## src/rtl/sad_pkg.sv

```systemverilog
// Shared constants, register indexes and width helpers for the stereo average decimator.
`timescale 1ns / 1ps

package sad_pkg;

  localparam int SAMPLE_W          = 16;
  localparam int MAX_RATIO_DEFAULT = 16;
  localparam int QUEUE_DEPTH       = 2;

  // Configuration port.
  localparam int CFG_INDEX_W = 2;
  localparam int CFG_DATA_W  = 5;

  localparam logic [CFG_INDEX_W-1:0] REG_ACTIVE      = 2'd0;
  localparam logic [CFG_INDEX_W-1:0] REG_MONO_MODE   = 2'd1;
  localparam logic [CFG_INDEX_W-1:0] REG_DECIM_RATIO = 2'd2;

  // Width of a running sum that holds up to max_ratio samples.
  function automatic int sum_w(input int max_ratio);
    return SAMPLE_W + $clog2(max_ratio);
  endfunction

  // Width that holds a ratio or frame count from 0 to max_ratio.
  function automatic int ratio_w(input int max_ratio);
    return $clog2(max_ratio + 1);
  endfunction

  // Queue entry: left sum, right sum, ratio, mono flag, batch end (low bits first).
  function automatic int job_w(input int max_ratio);
    return 2 * sum_w(max_ratio) + ratio_w(max_ratio) + 2;
  endfunction

endpackage

```

## src/rtl/stereo_average_decimator.sv

```systemverilog
// Top level of the stereo boxcar averaging decimator.
`timescale 1ns / 1ps

// Usage:
// Stereo frames enter on the s_axis channel: left sample in tdata[15:0], right sample in
// tdata[31:16], and tlast as the batch-end flush hint. Averaged samples leave on m_axis:
// tdata is the 16-bit sample, tlast marks the final sample for a run, and tuser echoes the
// batch-end mark on that final sample. Registers are written on the cfg channel (index 0
// active, 1 mono_mode, 2 decim_ratio); cfg_ready is always high. The user is to write
// only while the block is idle, which the block does not enforce. While inactive,
// frames are taken and dropped. The front part takes one frame per cycle while its
// two-entry run queue has room, adding it into the running sums. A completed run is
// queued and the front keeps accepting. The back part works on one queued run with a
// shared restoring divider that yields one quotient bit per cycle: each output sample is
// loaded, divided over DIV_W quotient bits (21 with the default maximum ratio of 16) and
// registered, then shows until m_axis_tready. A stereo run gives two samples, left then
// right; mono gives one. If the receiver stalls, the sample holds on m_axis, the queue
// fills, and then s_axis_tready drops until a run is retired. Reset clears the sums, the
// frame count, the queue and the registers (inactive, stereo, ratio 1).

module stereo_average_decimator #(
  parameter int MAX_RATIO = sad_pkg::MAX_RATIO_DEFAULT
) (
  input  logic                            clk,
  input  logic                            rst,
  // Frame requests.
  input  logic                            s_axis_tvalid,
  output logic                            s_axis_tready,
  input  logic [31:0]                     s_axis_tdata,  // left_in, right_in
  input  logic                            s_axis_tlast,  // batch_end_in
  // Sample requests.
  output logic                            m_axis_tvalid,
  input  logic                            m_axis_tready,
  output logic [15:0]                     m_axis_tdata,  // sample_out
  output logic                            m_axis_tlast,  // last_of_run
  output logic                            m_axis_tuser,  // batch_end_out
  // Register writes.
  input  logic                            cfg_valid,
  output logic                            cfg_ready,
  input  logic [sad_pkg::CFG_INDEX_W-1:0] cfg_index,
  input  logic [sad_pkg::CFG_DATA_W-1:0]  cfg_data
);

  localparam int JOB_W = sad_pkg::job_w(MAX_RATIO);

  logic             job_push;
  logic [JOB_W-1:0] job_push_data;
  logic             job_full;
  logic             job_pop;
  logic             job_valid;
  logic [JOB_W-1:0] job_head;

  // Registers accept a write every cycle.
  assign cfg_ready = 1'b1;

  sad_front #(
    .MAX_RATIO(MAX_RATIO)
  ) u_front (
    .clk          (clk),
    .rst          (rst),
    .cfg_valid    (cfg_valid),
    .cfg_index    (cfg_index),
    .cfg_data     (cfg_data),
    .frame_valid  (s_axis_tvalid),
    .frame_ready  (s_axis_tready),
    .left_in      (s_axis_tdata[15:0]),
    .right_in     (s_axis_tdata[31:16]),
    .batch_end_in (s_axis_tlast),
    .job_push     (job_push),
    .job_data     (job_push_data),
    .job_full     (job_full)
  );

  // Completed runs wait here so the front can keep taking frames while the divider works.
  sad_fifo #(
    .WIDTH(JOB_W),
    .DEPTH(sad_pkg::QUEUE_DEPTH)
  ) u_queue (
    .clk        (clk),
    .rst        (rst),
    .push       (job_push),
    .push_data  (job_push_data),
    .full       (job_full),
    .pop        (job_pop),
    .head_valid (job_valid),
    .head_data  (job_head)
  );

  sad_back #(
    .MAX_RATIO(MAX_RATIO)
  ) u_back (
    .clk           (clk),
    .rst           (rst),
    .job_valid     (job_valid),
    .job_data      (job_head),
    .job_pop       (job_pop),
    .out_valid     (m_axis_tvalid),
    .out_ready     (m_axis_tready),
    .sample_out    (m_axis_tdata),
    .last_of_run   (m_axis_tlast),
    .batch_end_out (m_axis_tuser)
  );

endmodule

```

## src/rtl/sad_front.sv

```systemverilog
// Front part: configuration registers, frame accumulation and run completion.
`timescale 1ns / 1ps

module sad_front #(
  parameter int MAX_RATIO = sad_pkg::MAX_RATIO_DEFAULT
) (
  input  logic                               clk,
  input  logic                               rst,
  input  logic                               cfg_valid,
  input  logic [sad_pkg::CFG_INDEX_W-1:0]    cfg_index,
  input  logic [sad_pkg::CFG_DATA_W-1:0]     cfg_data,
  input  logic                               frame_valid,
  output logic                               frame_ready,
  input  logic signed [sad_pkg::SAMPLE_W-1:0] left_in,
  input  logic signed [sad_pkg::SAMPLE_W-1:0] right_in,
  input  logic                               batch_end_in,
  output logic                               job_push,
  output logic [sad_pkg::job_w(MAX_RATIO)-1:0] job_data,
  input  logic                               job_full
);

  localparam int SUM_W   = sad_pkg::sum_w(MAX_RATIO);
  localparam int RATIO_W = sad_pkg::ratio_w(MAX_RATIO);

  logic                      active;
  logic                      mono_mode;
  logic [sad_pkg::CFG_DATA_W-1:0] decim_ratio;

  logic signed [SUM_W-1:0]   left_sum;
  logic signed [SUM_W-1:0]   right_sum;
  logic [RATIO_W-1:0]        frames_gathered;

  logic [RATIO_W-1:0]        ratio_eff;
  logic signed [SUM_W-1:0]   left_sum_next;
  logic signed [SUM_W-1:0]   right_sum_next;
  logic [RATIO_W-1:0]        frames_gathered_next;
  logic                      accept;
  logic                      run_done;

  always_ff @(posedge clk) begin
    if (rst) begin
      active      <= 1'b0;
      mono_mode   <= 1'b0;
      decim_ratio <= sad_pkg::CFG_DATA_W'(1);
    end else if (cfg_valid) begin
      case (cfg_index)
        sad_pkg::REG_ACTIVE:      active      <= cfg_data[0];
        sad_pkg::REG_MONO_MODE:   mono_mode   <= cfg_data[0];
        sad_pkg::REG_DECIM_RATIO: decim_ratio <= cfg_data;
        default: ;
      endcase
    end
  end

  // A ratio of zero acts as one; ratios above the maximum saturate.
  always_comb begin
    if (decim_ratio == '0) begin
      ratio_eff = RATIO_W'(1);
    end else if (int'(decim_ratio) > MAX_RATIO) begin
      ratio_eff = RATIO_W'(MAX_RATIO);
    end else begin
      ratio_eff = RATIO_W'(decim_ratio);
    end
  end

  assign frame_ready = !job_full;
  assign accept      = frame_valid && frame_ready;

  assign left_sum_next  = left_sum +
                          {{(SUM_W-sad_pkg::SAMPLE_W){left_in[sad_pkg::SAMPLE_W-1]}}, left_in};
  assign right_sum_next = right_sum +
                          {{(SUM_W-sad_pkg::SAMPLE_W){right_in[sad_pkg::SAMPLE_W-1]}}, right_in};
  assign frames_gathered_next = frames_gathered + RATIO_W'(1);
  assign run_done = frames_gathered_next >= ratio_eff;

  assign job_push = accept && active && run_done;
  assign job_data = {batch_end_in, mono_mode, ratio_eff, right_sum_next, left_sum_next};

  always_ff @(posedge clk) begin
    if (rst) begin
      left_sum        <= '0;
      right_sum       <= '0;
      frames_gathered <= '0;
    end else if (accept && active) begin
      if (run_done) begin
        left_sum        <= '0;
        right_sum       <= '0;
        frames_gathered <= '0;
      end else begin
        left_sum        <= left_sum_next;
        right_sum       <= right_sum_next;
        frames_gathered <= frames_gathered_next;
      end
    end
  end

  // The count is cleared as soon as it reaches the ratio, which never exceeds the maximum.
  a_gathered_bound: assert property (@(posedge clk) disable iff (rst)
    int'(frames_gathered) < MAX_RATIO)
    else $error("frame count reached the maximum ratio without completing a run");

endmodule

```

## src/rtl/sad_fifo.sv

```systemverilog
// Small register queue between the front and back parts.
`timescale 1ns / 1ps

module sad_fifo #(
  parameter int WIDTH = 8,
  parameter int DEPTH = sad_pkg::QUEUE_DEPTH
) (
  input  logic             clk,
  input  logic             rst,
  input  logic             push,
  input  logic [WIDTH-1:0] push_data,
  output logic             full,
  input  logic             pop,
  output logic             head_valid,
  output logic [WIDTH-1:0] head_data
);

  localparam int PTR_W = (DEPTH > 1) ? $clog2(DEPTH) : 1;
  localparam int CNT_W = $clog2(DEPTH + 1);

  logic [WIDTH-1:0] entries [DEPTH];
  logic [PTR_W-1:0] wr_ptr;
  logic [PTR_W-1:0] rd_ptr;
  logic [CNT_W-1:0] count;

  assign full       = count == CNT_W'(DEPTH);
  assign head_valid = count != '0;
  assign head_data  = entries[rd_ptr];

  always_ff @(posedge clk) begin
    if (push) begin
      entries[wr_ptr] <= push_data;
    end
  end

  always_ff @(posedge clk) begin
    if (rst) begin
      wr_ptr <= '0;
      rd_ptr <= '0;
      count  <= '0;
    end else begin
      if (push) begin
        wr_ptr <= (wr_ptr == PTR_W'(DEPTH - 1)) ? '0 : wr_ptr + PTR_W'(1);
      end
      if (pop) begin
        rd_ptr <= (rd_ptr == PTR_W'(DEPTH - 1)) ? '0 : rd_ptr + PTR_W'(1);
      end
      if (push && !pop) begin
        count <= count + CNT_W'(1);
      end else if (pop && !push) begin
        count <= count - CNT_W'(1);
      end
    end
  end

  a_no_overflow: assert property (@(posedge clk) disable iff (rst) push |-> !full)
    else $error("queue written while full");

  a_no_underflow: assert property (@(posedge clk) disable iff (rst) pop |-> head_valid)
    else $error("queue read while empty");

endmodule

```

## src/rtl/sad_back.sv

```systemverilog
// Back part: shared restoring divider and output register for averaged samples.
`timescale 1ns / 1ps

module sad_back #(
  parameter int MAX_RATIO = sad_pkg::MAX_RATIO_DEFAULT
) (
  input  logic                                clk,
  input  logic                                rst,
  input  logic                                job_valid,
  input  logic [sad_pkg::job_w(MAX_RATIO)-1:0] job_data,
  output logic                                job_pop,
  output logic                                out_valid,
  input  logic                                out_ready,
  output logic [sad_pkg::SAMPLE_W-1:0]        sample_out,
  output logic                                last_of_run,
  output logic                                batch_end_out
);

  localparam int SUM_W   = sad_pkg::sum_w(MAX_RATIO);
  localparam int RATIO_W = sad_pkg::ratio_w(MAX_RATIO);
  localparam int JOB_W   = sad_pkg::job_w(MAX_RATIO);
  localparam int DIV_W   = SUM_W + 1;
  localparam int STEP_W  = $clog2(DIV_W);

  localparam logic [1:0] ST_IDLE = 2'd0;
  localparam logic [1:0] ST_DIV  = 2'd1;
  localparam logic [1:0] ST_RES  = 2'd2;
  localparam logic [1:0] ST_OUT  = 2'd3;

  logic [1:0]               state;
  logic                     phase;
  logic [STEP_W-1:0]        step;
  logic [DIV_W-1:0]         acc;
  logic [RATIO_W-1:0]       rem;
  logic                     neg;

  logic signed [SUM_W-1:0]  job_left;
  logic signed [SUM_W-1:0]  job_right;
  logic [RATIO_W-1:0]       job_ratio;
  logic                     job_mono;
  logic                     job_bend;

  logic                     load_right;
  logic signed [DIV_W-1:0]  dividend;
  logic [DIV_W-1:0]         magnitude;
  logic [RATIO_W:0]         trial;
  logic                     fits;
  logic [RATIO_W-1:0]       rem_next;
  logic [DIV_W-1:0]         quot;
  logic [DIV_W-1:0]         quot_round;
  logic [DIV_W-1:0]         result;
  logic                     last_part;

  assign job_left  = job_data[SUM_W-1:0];
  assign job_right = job_data[2*SUM_W-1:SUM_W];
  assign job_ratio = job_data[2*SUM_W+RATIO_W-1:2*SUM_W];
  assign job_mono  = job_data[JOB_W-2];
  assign job_bend  = job_data[JOB_W-1];

  // The right channel is loaded when leaving the output state after the left sample.
  assign load_right = state == ST_OUT;

  always_comb begin
    if (job_mono) begin
      dividend = DIV_W'(job_left) + DIV_W'(job_right);
    end else if (load_right) begin
      dividend = DIV_W'(job_right);
    end else begin
      dividend = DIV_W'(job_left);
    end
    magnitude = dividend[DIV_W-1] ? DIV_W'(0) - dividend : dividend;
  end

  // One quotient bit per cycle, most significant first.
  assign trial    = {rem, acc[DIV_W-1]};
  assign fits     = trial >= {1'b0, job_ratio};
  assign rem_next = fits ? RATIO_W'(trial - {1'b0, job_ratio}) : trial[RATIO_W-1:0];

  // Restore the sign, then halve toward zero for the mono mix.
  always_comb begin
    quot       = neg ? DIV_W'(0) - acc : acc;
    quot_round = quot + DIV_W'(quot[DIV_W-1]);
    result     = job_mono ? {quot_round[DIV_W-1], quot_round[DIV_W-1:1]} : quot;
  end

  assign last_part = job_mono || phase;
  assign job_pop   = (state == ST_OUT) && out_ready && last_part;

  always_ff @(posedge clk) begin
    if (rst) begin
      state     <= ST_IDLE;
      phase     <= 1'b0;
      step      <= '0;
      out_valid <= 1'b0;
    end else begin
      case (state)
        ST_IDLE: begin
          if (job_valid) begin
            neg   <= dividend[DIV_W-1];
            acc   <= magnitude;
            rem   <= '0;
            step  <= '0;
            state <= ST_DIV;
          end
        end
        ST_DIV: begin
          acc  <= {acc[DIV_W-2:0], fits};
          rem  <= rem_next;
          step <= step + STEP_W'(1);
          if (step == STEP_W'(DIV_W - 1)) begin
            state <= ST_RES;
          end
        end
        ST_RES: begin
          sample_out    <= result[sad_pkg::SAMPLE_W-1:0];
          last_of_run   <= last_part;
          batch_end_out <= last_part && job_bend;
          out_valid     <= 1'b1;
          state         <= ST_OUT;
        end
        ST_OUT: begin
          if (out_ready) begin
            out_valid <= 1'b0;
            if (last_part) begin
              phase <= 1'b0;
              state <= ST_IDLE;
            end else begin
              phase <= 1'b1;
              neg   <= dividend[DIV_W-1];
              acc   <= magnitude;
              rem   <= '0;
              step  <= '0;
              state <= ST_DIV;
            end
          end
        end
        default: begin
          state <= ST_IDLE;
        end
      endcase
    end
  end

  a_job_held: assert property (@(posedge clk) disable iff (rst)
    (state != ST_IDLE) |-> job_valid)
    else $error("back part working without a queued run");

  a_valid_in_out: assert property (@(posedge clk) disable iff (rst)
    out_valid == (state == ST_OUT))
    else $error("output valid out of step with the sequencer");

endmodule

```

## config.mk

```make
export PLATFORM = sky130hd
export DESIGN_NAME = stereo_average_decimator
export DESIGN_NICKNAME = d
export VERILOG_FILES = /design/src/rtl/sad_pkg.sv /design/src/rtl/stereo_average_decimator.sv /design/src/rtl/sad_front.sv /design/src/rtl/sad_fifo.sv /design/src/rtl/sad_back.sv
export SDC_FILE = /design/constraint.sdc
export NUM_CORES = 1
export LEC_CHECK = 0
export BUFFER_PORTS_ARGS = -buffer_cell sky130_fd_sc_hd__buf_2
export CAP_MARGIN = 20
export CORE_MARGIN = 2
export CORE_UTILIZATION = 35
export CTS_BUF_LIST = sky130_fd_sc_hd__clkbuf_8
export DETAILED_ROUTE_END_ITERATION = 8
export SLEW_MARGIN = 20
export SYNTH_ARGS = -nofsm -noshare
export SYNTH_HDL_FRONTEND = slang
export SYNTH_SLANG_ARGS = --single-unit
```

## constraint.sdc

```tcl
create_clock -name clk -period 5.4 [get_ports clk]
set_clock_uncertainty 0.15 [all_clocks]
set_input_delay 0.27 -clock clk [delete_from_list [all_inputs] [get_ports clk]]
set_output_delay 0.27 -clock clk [all_outputs]
set_load 0.01 [all_outputs]
```

==> results of run 1 <==
[metrics by stage]
stage / utilization / hold slack [ps]
2_1_floorplan: - / 219
4_1_cts: 0.402 / 21.3
5_1_grt: 0.402 / 78.3
6_report: 0.402 / 40.9
3_5_place_dp: 0.379 / 301
3_3_place_gp: 0.379 / 292
[sequential cells by signal (all words and copies together) (netlist names), 2 cells and up, named ones only]
register and count:
u_back.step 5, u_front.frames_gathered 5, u_queue.count 2, u_back.state 2
u_back.rem 5, u_queue.entries 94, u_front.right_sum 20, u_front.decim_ratio 5
u_back.acc 21, u_front.left_sum 20, u_back.sample_out 16
[synthesized netlist by cell type, types with 19 or more instances]
cell type  number  area [um2]
edfxtp_1      139        4170
nor2_1        134         503
a21oi_1        94         470
nand2_1        94         353
ha_1           79         988
dfxtp_1        66        1320
o21ai_0        65         325
inv_1          51         191
xnor2_1        49         429
clkbuf_1       40         150
nand3_1        33         165
xor2_1         33         289
nor3_1         31         155
a21o_1         30         225
mux2_2         30         338
mux2i_1        30         300
and3_1         19         119
[how the worst max path moves through the flow]
stage | end | slack, ps
floorplan | u_back.acc[15]$_DFFE_PP_ | 660
global placement | u_back.acc[15]$_DFFE_PP_ | 770
detailed placement | u_back.acc[15]$_DFFE_PP_ | 750
CTS | u_back.acc[15]$_DFFE_PP_ | 700
global route | u_back.acc[19]$_DFFE_PP_ | 450
finish | u_back.acc[15]$_DFFE_PP_ | 700
[area by class of cell]
class                      instances  share of cell area
timing repair buffer              90              0.0380
clock buffer                      38              0.0364
sequential                       205               0.383
tap                              461              0.0402
multi-input combinational        988               0.475
clock inverter                    29              0.0135
inverter                          52              0.0136
[power breakdown]
part,switching [uW],total [uW],leakage [uW],internal (uW)
clock,671,1430,0.000395,762
combinational,407,659,0.00342,252
sequential,51.3,1820,0.00179,1770
[routing by layer]
metal  wire length, um  track usage  share of wire
met1             14300        0.214           0.49
met2             12800        0.246           0.44
met3              1170       0.0255          0.040
met4               722       0.0499          0.025
met5                 0            0              0
[critical path, cell delays in order (launching register included)]
cell and delay, ps:
dfxtp_2 610, buf_4 310, mux2_2 370, ha_1 400, a21o_1 200, a2bb2oi_1 290, or2b_1 280, a2111o_1 410
o211a_2 160, or4_4 420, or4_4 490, a211oi_1 250, nor3_1 80
[cell families after synthesis]
kind of cell	share of synthesized area
AND/OR/NAND/NOR	0.158
AO/OA/AOI/OAI	0.178
flip-flops	0.432
buffers and inverters	0.0346
adder cells (fa/ha/maj)	0.0840
XOR/XNOR	0.0565
multiplexers	0.0572
other	0.000295
[timing repair]
action	in CTS	in global routing
setup endpoints to repair	0	0
gates resized for setup	0	0
endpoints found under the hold margin	16	0
hold buffers	12	0
==> summary.md, run 1 <==
| Metric | Value |
|---|---|
| Part of the Yosys area used for sequential elements | `0.432` |
| Initial antenna violation count | `0` |
| Final Slew Violations | `0` |
| Worst Tran Pin Value | `993 ps` |
| GPL Wtd Cong | `0.852` |
| Final worst path period share | `0.870` |
| Seq cells post-synth | `205` |
| Startpoint Class | `flip-flop` |
| Clock Pin Slew Worst Setup and Hold Paths | `60 ps` |
| Final worst slack | `between 700 and 800 ps` |
| Port Buffers | `64` |
| Synth Flop Type | `edfxtp_1` |
| Post-Syn Nets | `between 1000 and 1500` |
| Worst vdd ir | `around 0.00015 V` |
| Non-filler instance count after layout | `1863` |
| Cell Area, Synth | `12700 um2` |
| Root Buffer | `clkbuf_8` |
| Initial Util | `0.357` |
| NumNets Final | `1503` |
| Antenna Nets Post-Route | `0` |
| Die Y-Extent | `195 um` |
| Register area | `5500 um2` |
| Largest net degree at the start of global routing | `60` |
| Die Area | `37900 um2` |
| Initial drt markers | `666` |
| Worst hold path startpoint | `s_axis_tdata[31]` |
| Final Routed Wirelength | `29000 um` |
| IO Count | `66` |
| Global route total overflow | `0` |
| Commonest non-fill, non-tap cell in the layout | `edfxtp_1` |
| Critical Path RT | `5530 ps` |
| YS warnings | `0` |
| Worst skew pair latency | `560 ps` |
| Peak Freq | `213 MHz` |
| Final Critical Period | `4700 ps` |
| H-tree depth | `2` |
| Vias in the first global route | `9612` |
| Vias | `9806` |
| ANT cells | `0` |
| Status | `finished, final reports clean` |
| Worst Hold Endpoint | `u_front.right_sum[19]$_SDFFE_PP0P_` |
| Number of flops mapped to enable cells by yosys | `139` |
| Commonest cells after routing, fill and taps aside | `edfxtp_1, nor2_1, a21oi_1, nand2_1, ha_1` |
| CTS Buf Count | `38` |
| Relative slew margins | `0.335` |
| Fin. Hold Viols | `0` |
| R2R depth | `12` |
| Postcts setup bufs | `0` |
| Drt drc | `0` |
| Pwr dens | `273 nW/um2` |
| Pre-CTS setup slack | `between 700 and 800 ps` |
| WL per Instance | `between 15 and 20 um` |
| Hold Path Class | `primary input to flip-flop` |
| Syn avg cell area | `9.78 um2` |
| Fill count | `3478` |
| Area Growth Syn to Fin | `12.8%` |
| Crit path DAT | `4830 ps` |
| CTS sink count | `205` |
| Via-to-Cell Ratio | `5.26` |
| Share of layout cells above drive strength 1 | `0.128` |
| Row cnt | `just under 70` |
| Placement-stage cell area | `about 14000 um2` |
| Lkg Pwr | `between 0.005 and 0.006 uW` |
| Crit. End Element | `flip-flop` |
| Dpl cells | `1784` |
| Unique masters post-synth | `88` |
| Maximum fanout along the worst path | `19` |
| Fin area | `14300 um2` |
| TritonCTS clock tree | `done` |
| Multi-input logic area | `6820 um2` |
| Post-synth ARST share | `0` |
| Die span in x | `195 um` |
| Cell count after synthesis | `roughly 1300` |
| First-pass GRT wire length | `48200 um` |
| Max-cap check violation count | `0` |
| Total GRT Usage | `0.154` |
| Critical path class | `flip-flop to flip-flop` |
| RSZ-0062 raised after global routing | `no` |
| Setup TNS | `0 ps` |
| Deepest clock path buffer count | `3` |
| Post-DP HPWL | `roughly 21000 um` |
| FF-to-FF setup slack | `700 ps` |
| Total core area | `35700 um2` |
| Router iterations before antenna repair | `7` |
| R2r endpoint | `u_back.acc[15]$_DFFE_PP_` |
| Power, Total | `3920 uW` |
| Final setup fails | `0` |
| Hold path depth | `3` |
No activity file was read; power rests on OpenSTA's default activity.
==> inputs of run 2 (changes only) <==
--- a/config.mk
+++ b/config.mk
@@ -11,6 +11,7 @@
 export CORE_UTILIZATION = 35
 export CTS_BUF_LIST = sky130_fd_sc_hd__clkbuf_8
 export DETAILED_ROUTE_END_ITERATION = 8
+export PLACE_DENSITY = 0.56
 export SLEW_MARGIN = 20
 export SYNTH_ARGS = -nofsm -noshare
 export SYNTH_HDL_FRONTEND = slang
==> summary.md, run 2 (synthesis results as in run 1) <==
| Metric | Value |
|---|---|
| Status | `finished, final reports clean` |
| Worst vdd ir | `0.000139 V (-8.5%)` |
| Via-to-Cell Ratio | `5.25 (-0.17%)` |
| Internal power | `2800 uW (+0.47%)` |
| Final setup fails | `0 (unchanged)` |
| NetSw | `1130 uW (+0.45%)` |
| Final Slew Violations | `0 (unchanged)` |
| Top reg by flops | `u_queue.entries` |
| RSZ-0062 raised after global routing | `no` |
| Post-DP HPWL | `21300 um (+1.3%)` |
| Drt drc | `0 (unchanged)` |
| Commonest non-fill, non-tap cell in the layout | `edfxtp_1` |
| Pwr dens | `274 nW/um2 (+0.24%)` |
| Area Growth Syn to Fin | `13.1%` |
| TritonCTS clock tree | `done` |
| CTS sink count | `205 (unchanged)` |
| Number of gates resized after cts | `0 (unchanged)` |
| IO Count | `66 (unchanged)` |
| H-tree depth | `2 (unchanged)` |
| NumNets Final | `1503 (unchanged)` |
| Initial Util | `0.357 (unchanged)` |
| Final Critical Period | `4630 ps (-69.9 ps)` |
| Share of layout cells above drive strength 1 | `0.132 (+0.00328)` |
| Largest net degree at the start of global routing | `49 (-18%)` |
| Global route total overflow | `0 (unchanged)` |
| Number of hold buffers added after CTS | `12 (unchanged)` |
| Power, Total | `3930 uW (+0.47%)` |
| Postcts setup bufs | `0 (unchanged)` |
| Final Routed Wirelength | `29400 um (+1.3%)` |
| CTS Buf Count | `39 (+2.6%)` |
| Maximum fanout along the worst path | `34 (+15)` |
| Worst skew pair latency | `540 ps (-20 ps)` |
| Root Buffer | `clkbuf_8` |
| ANT cells | `0 (unchanged)` |
| Die Area | `37900 um2 (unchanged)` |
| Critical Path RT | `5550 ps (+20 ps)` |
| Die Y-Extent | `195 um (unchanged)` |
| Max-cap check violation count | `0 (unchanged)` |
| Vias | `9805 (-0.010%)` |
| Crit. End Element | `flip-flop` |
| Deepest clock path buffer count | `3 (unchanged)` |
| Commonest cells after routing, fill and taps aside | `edfxtp_1, nor2_1, a21oi_1, nand2_1, ha_1` |
| Combinational share of power | `0.166 (-0.002)` |
| Crit path DAT | `4770 ps (-60 ps)` |
| Setup TNS | `0 ps (unchanged)` |
| Clock Pin Slew Worst Setup and Hold Paths | `60 ps (about the same)` |
| Flop pwr share | `0.464 (-0.002)` |
| Die span in x | `195 um (unchanged)` |
| Peak Freq | `216 MHz (+1.5%)` |
| Non-filler instance count after layout | `1866 (+0.16%)` |
| Hold Path Class | `primary input to flip-flop` |
| Total core area | `35700 um2 (unchanged)` |
| Clock share of power | `0.370 (+0.004)` |
| Final worst path period share | `0.857 (-0.0129)` |
| Dpl cells | `1783 (-0.056%)` |
| First-pass GRT wire length | `48100 um (-0.24%)` |
| Worst Tran Pin Value | `1020 ps (+27.3 ps)` |
| Startpoint Class | `flip-flop` |
| GPL Wtd Cong | `0.850 (-0.22%)` |
| Port Buffers | `64 (unchanged)` |
| Fin. Hold Viols | `0 (unchanged)` |
| Antenna Nets Post-Route | `0 (unchanged)` |
| Hold_ws | `68.7 ps (+27.8 ps)` |
| Critical path class | `flip-flop to flip-flop` |
| Router iterations before antenna repair | `5 (-2)` |
| Top Registers | `u_queue.entries: 94 flops, u_back.acc: 21 flops` |
| Lkg Pwr | `0.00563 uW (+0.39%)` |
| Total GRT Usage | `0.154 (about the same)` |
| Max reg flops | `94 (unchanged)` |
| Initial drt markers | `548 (-18%)` |
| Switching portion of total power | `0.288 (about the same)` |
| Post-layout util | `0.403 (+0.000913)` |
| Vias in the first global route | `9522 (-0.94%)` |
| Row cnt | `69 (unchanged)` |
| Relative slew margins | `0.317 (-0.0183)` |
| Initial antenna violation count | `0 (unchanged)` |
| WL per Instance | `15.7 um (+1.1%)` |
## run 2: cell types whose count changed in the layout (fill, tap and decap cells not counted), sizes merged
cell    before  now
bufinv       2    1
clkinv      18   19
clkbuf      38   42
buf         78   77
## run 2: path summary, 6_finish.rpt
| path | start | end | slack [ps] | depth (start not counted) |
|---|---|---|---|---|
| min | s_axis_tdata[31] | u_front.right_sum[19]$_SDFFE_PP0P_ | 70 | 3 |
| max | flip-flop | u_back.acc[15]$_DFFE_PP_ | 770 | 12 |
| min reg2reg | u_front.left_sum[0]$_SDFFE_PP0P_ | u_front.left_sum[0]$_SDFFE_PP0P_ | 310 | 2 |
| max reg2reg | flip-flop | u_back.acc[15]$_DFFE_PP_ | 770 | 12 |
## run 2: power by group through the flow
stage / combinational, uW / clock [uW] / sequential [uW]
3_5_place_dp: 653 / 0 / 1860
6_report: 655 / 1450 / 1830
3_3_place_gp: 641 / 0 / 1860
5_1_grt: 749 / 1580 / 1830
4_1_cts: 662 / 1500 / 1830
2_1_floorplan: 500 / 0 / 1840
## run 2: cell type report
| type | count | area (um2) |
|---|---|---|
| clock buffers | 42 | 578 |
| clock inverters | 29 | 168 |
| fillers | 3481 | 21300 |
| inverters | 52 | 195 |
| multi-input cells | 988 | 6820 |
| flip-flops and latches | 205 | 5500 |
| well taps | 461 | 577 |
| repair buffers | 89 | 551 |
## run 2: metal layers
metal  wire (um)  up-vias  global-route usage
met5           0        -                   0
met4         825        0              0.0513
met3        1190       60              0.0274
met2       12900      194               0.248
met1       14400     4573               0.210
li1            -     4978                   -
## run 2: per-stage QoR
step / instance area [um2] / setup WS, ps
2_1_floorplan: 12700 / 656
3_3_place_gp: 13500 / 826
3_5_place_dp: 13500 / 761
4_1_cts: 14400 / 780
5_1_grt: 14400 / 517
6_report: 14400 / 772
## run 2: worst max-delay path, cell delays in order, from the launching register on
cell and delay (ps):
dfxtp_2 580, buf_12 280, mux2_2 380, ha_1 380, a21oi_1 180, a2bb2oi_1 330, or2b_1 290, a2111o_1 420
o211a_2 160, or4_4 420, or4_4 490, a211oi_1 250, nor3_1 80
==> inputs of run 3 (changes only) <==
--- a/config.mk
+++ b/config.mk
@@ -12,6 +12,7 @@
 export CTS_BUF_LIST = sky130_fd_sc_hd__clkbuf_8
 export DETAILED_ROUTE_END_ITERATION = 8
 export PLACE_DENSITY = 0.56
+export RECOVER_POWER = 25
 export SLEW_MARGIN = 20
 export SYNTH_ARGS = -nofsm -noshare
 export SYNTH_HDL_FRONTEND = slang
==> summary.md, run 3 (synthesis results as in run 1) <==
| Metric | Value |
|---|---|
| Startpoint Class | `flip-flop` |
| Drt drc | `0 (unchanged)` |
| NetSw | `1130 uW (about the same)` |
| Antenna Nets Post-Route | `0 (unchanged)` |
| Largest net degree at the start of global routing | `49 (unchanged)` |
| Worst Tran Pin Value | `1740 ps (+720 ps)` |
| Deepest clock path buffer count | `3 (unchanged)` |
| Flop pwr share | `0.464 (about the same)` |
| Crit. End Element | `flip-flop` |
| Met3 Use GR | `0.0274 (unchanged)` |
| Power, Total | `3930 uW (about the same)` |
| CTS sink count | `205 (unchanged)` |
| Die span in x | `195 um (unchanged)` |
| Via-to-Cell Ratio | `5.26 (about the same)` |
| Peak Freq | `216 MHz (about the same)` |
| Router iterations before antenna repair | `5 (unchanged)` |
| Number of gates resized after cts | `0 (unchanged)` |
| Maximum fanout along the worst path | `34 (unchanged)` |
| Worst Path Buf+Inv | `1 (unchanged)` |
| Fill count | `3490 (+0.26%)` |
| FF-to-FF setup slack | `770 ps (about the same)` |
| Max reg flops | `94 (unchanged)` |
| Status | `complete, but fails checks` |
| TritonCTS clock tree | `done` |
| Final setup fails | `0 (unchanged)` |
| Met2 GRT Util | `0.248 (unchanged)` |
| NumNets Final | `1503 (unchanged)` |
| ANT cells | `0 (unchanged)` |
| Max-cap check violation count | `1 (+1)` |
| Setup TNS | `0 ps (unchanged)` |
| Failing checks | `max-capacitance violations, max-slew violations` |
| Relative slew margins | `-0.163 (-0.480)` |
| Busiest layer in global routing | `met2` |
| First-pass GRT wire length | `48100 um (unchanged)` |
| Die Area | `37900 um2 (unchanged)` |
| Switching portion of total power | `0.288 (about the same)` |
| Fin area | `14300 um2 (-0.26%)` |
| Initial antenna violation count | `0 (unchanged)` |
| CP most frequent cell | `or4_4` |
| Total GRT Usage | `0.154 (unchanged)` |
| Commonest cells after routing, fill and taps aside | `edfxtp_1, nor2_1, a21oi_1, nand2_1, ha_1` |
| Total core area | `35700 um2 (unchanged)` |
| GR Layer Usage met1 | `0.210 (unchanged)` |
| IO Count | `66 (unchanged)` |
| Final worst slack | `768 ps (-4.04 ps)` |
| Internal power | `2800 uW (about the same)` |
| Root Buffer | `clkbuf_8` |
| Worst skew pair latency | `540 ps (about the same)` |
| Top Registers | `u_queue.entries: 94 flops, u_back.acc: 21 flops` |
| Placement-stage cell area | `13500 um2 (unchanged)` |
| Clock share of power | `0.370 (about the same)` |
| CTS Buf Count | `39 (unchanged)` |
| Hold Path Class | `primary input to flip-flop` |
| Worst vdd ir | `0.000139 V (about the same)` |
| Vias in the first global route | `9522 (unchanged)` |
| Lkg Pwr | `0.00556 uW (-1.2%)` |
| Top reg by flops | `u_queue.entries` |
| Hold_ws | `65.5 ps (-3.20 ps)` |
| RSZ-0062 raised after global routing | `no` |
| Global route total overflow | `0 (unchanged)` |
| Max incr delay on CP | `580 ps (about the same)` |
| Share of layout cells above drive strength 1 | `0.114 (-0.0178)` |
| Final worst path period share | `0.858 (about the same)` |
| Final Critical Period | `4630 ps (+4.04 ps)` |
| Area Growth Syn to Fin | `12.8%` |
| Initial drt markers | `550 (+0.36%)` |
| CP delay by family, top | `compound AO/OA/AOI/OAI gates` |
| Fin. Hold Viols | `0 (unchanged)` |
| CP Cell Sequence | `buf_12, mux2_2, ha_1, a21oi_1, a2bb2oi_1, or2b_1, a2111o_1, o211a_2, or4_4, or4_4, a211oi_1, nor3_1` |
| Pre-CTS setup slack | `761 ps (unchanged)` |
| Postcts setup bufs | `0 (unchanged)` |
| Commonest non-fill, non-tap cell in the layout | `edfxtp_1` |
| Die Y-Extent | `195 um (unchanged)` |
| H-tree depth | `2 (unchanged)` |
| Final Routed Wirelength | `29500 um (+0.31%)` |
| GPL Wtd Cong | `0.850 (unchanged)` |
| Critical path class | `flip-flop to flip-flop` |
| WL per Instance | `15.8 um (+0.31%)` |
| Row cnt | `69 (unchanged)` |
| Port Buffers | `64 (unchanged)` |
| Initial Util | `0.357 (unchanged)` |
| Final Slew Violations | `19 (+19)` |
| Crit path DAT | `4780 ps (about the same)` |
| Clock Pin Slew Worst Setup and Hold Paths | `60 ps (about the same)` |
| Critical-path top delay cell | `dfxtp_2` |
| Post-DP HPWL | `21300 um (unchanged)` |
| Pwr dens | `274 nW/um2 (+0.22%)` |
| Critical Path RT | `5550 ps (about the same)` |
| Combinational share of power | `0.166 (about the same)` |
| Vias | `9813 (+0.082%)` |
run 3: cell types whose count changed in the layout (fill, tap and decap cells not counted):
cell / delta
clkbuf_1: +24
buf_2: -22
buf_4: -2
nor2b_1: +1
nor2b_2: -1
run 3: cell type report:
cell class                      count  area, um2  area share
Clock buffer                       42        578      0.0403
Clock inverter                     29        168      0.0117
Inverter                           52        195      0.0136
Multi-Input combinational cell    988       6810       0.475
Sequential cell                   205       5500       0.383
Tap cell                          461        577      0.0402
Timing Repair Buffer               89        515      0.0359
run 3: what timing repair did:
item | 4_1_cts | 5_1_grt
hold endpoints to repair | 15 | 0
hold buffers | 12 | 0
setup endpoints to repair | 0 | 0
run 3: final timing paths:
| path | from | endpoint | cells past startpoint |
|---|---|---|---|
| setup reg to reg | flip-flop | u_back.acc[15]$_DFFE_PP_ | 12 |
| hold reg to reg | u_front.left_sum[0]$_SDFFE_PP0P_ | u_front.left_sum[0]$_SDFFE_PP0P_ | 2 |
| setup / recovery | flip-flop | u_back.acc[15]$_DFFE_PP_ | 12 |
| hold / removal | s_axis_tdata[31] | u_front.right_sum[19]$_SDFFE_PP0P_ | 3 |
run 3: layer usage:
layer / wire length (um) / part of all wire
met1: 14400 / 0.49
met2: 13000 / 0.44
met3: 1250 / 0.042
met4: 819 / 0.028
met5: 0 / 0
run 3: per-stage QoR:
step,util,std cells
3_5_place_dp,0.379,1783
5_1_grt,0.402,1866
6_report,0.402,1866
4_1_cts,0.403,1866
3_3_place_gp,0.379,1783
2_1_floorplan,-,1301
run 3: power by group through the flow:
stage	Sequential [uW]	Clock [uW]	Combinational [uW]
floorplan	1840	0	500
global placement	1860	0	641
detailed placement	1860	0	653
CTS	1830	1500	662
global route	1830	1580	747
finish	1830	1450	654
run 3: worst min-delay path: cells and delay by family:
family,cells,cell delay [ps]
buffers and inverters,1,150
AO/OA/AOI/OAI,1,170
XOR/XNOR,1,120
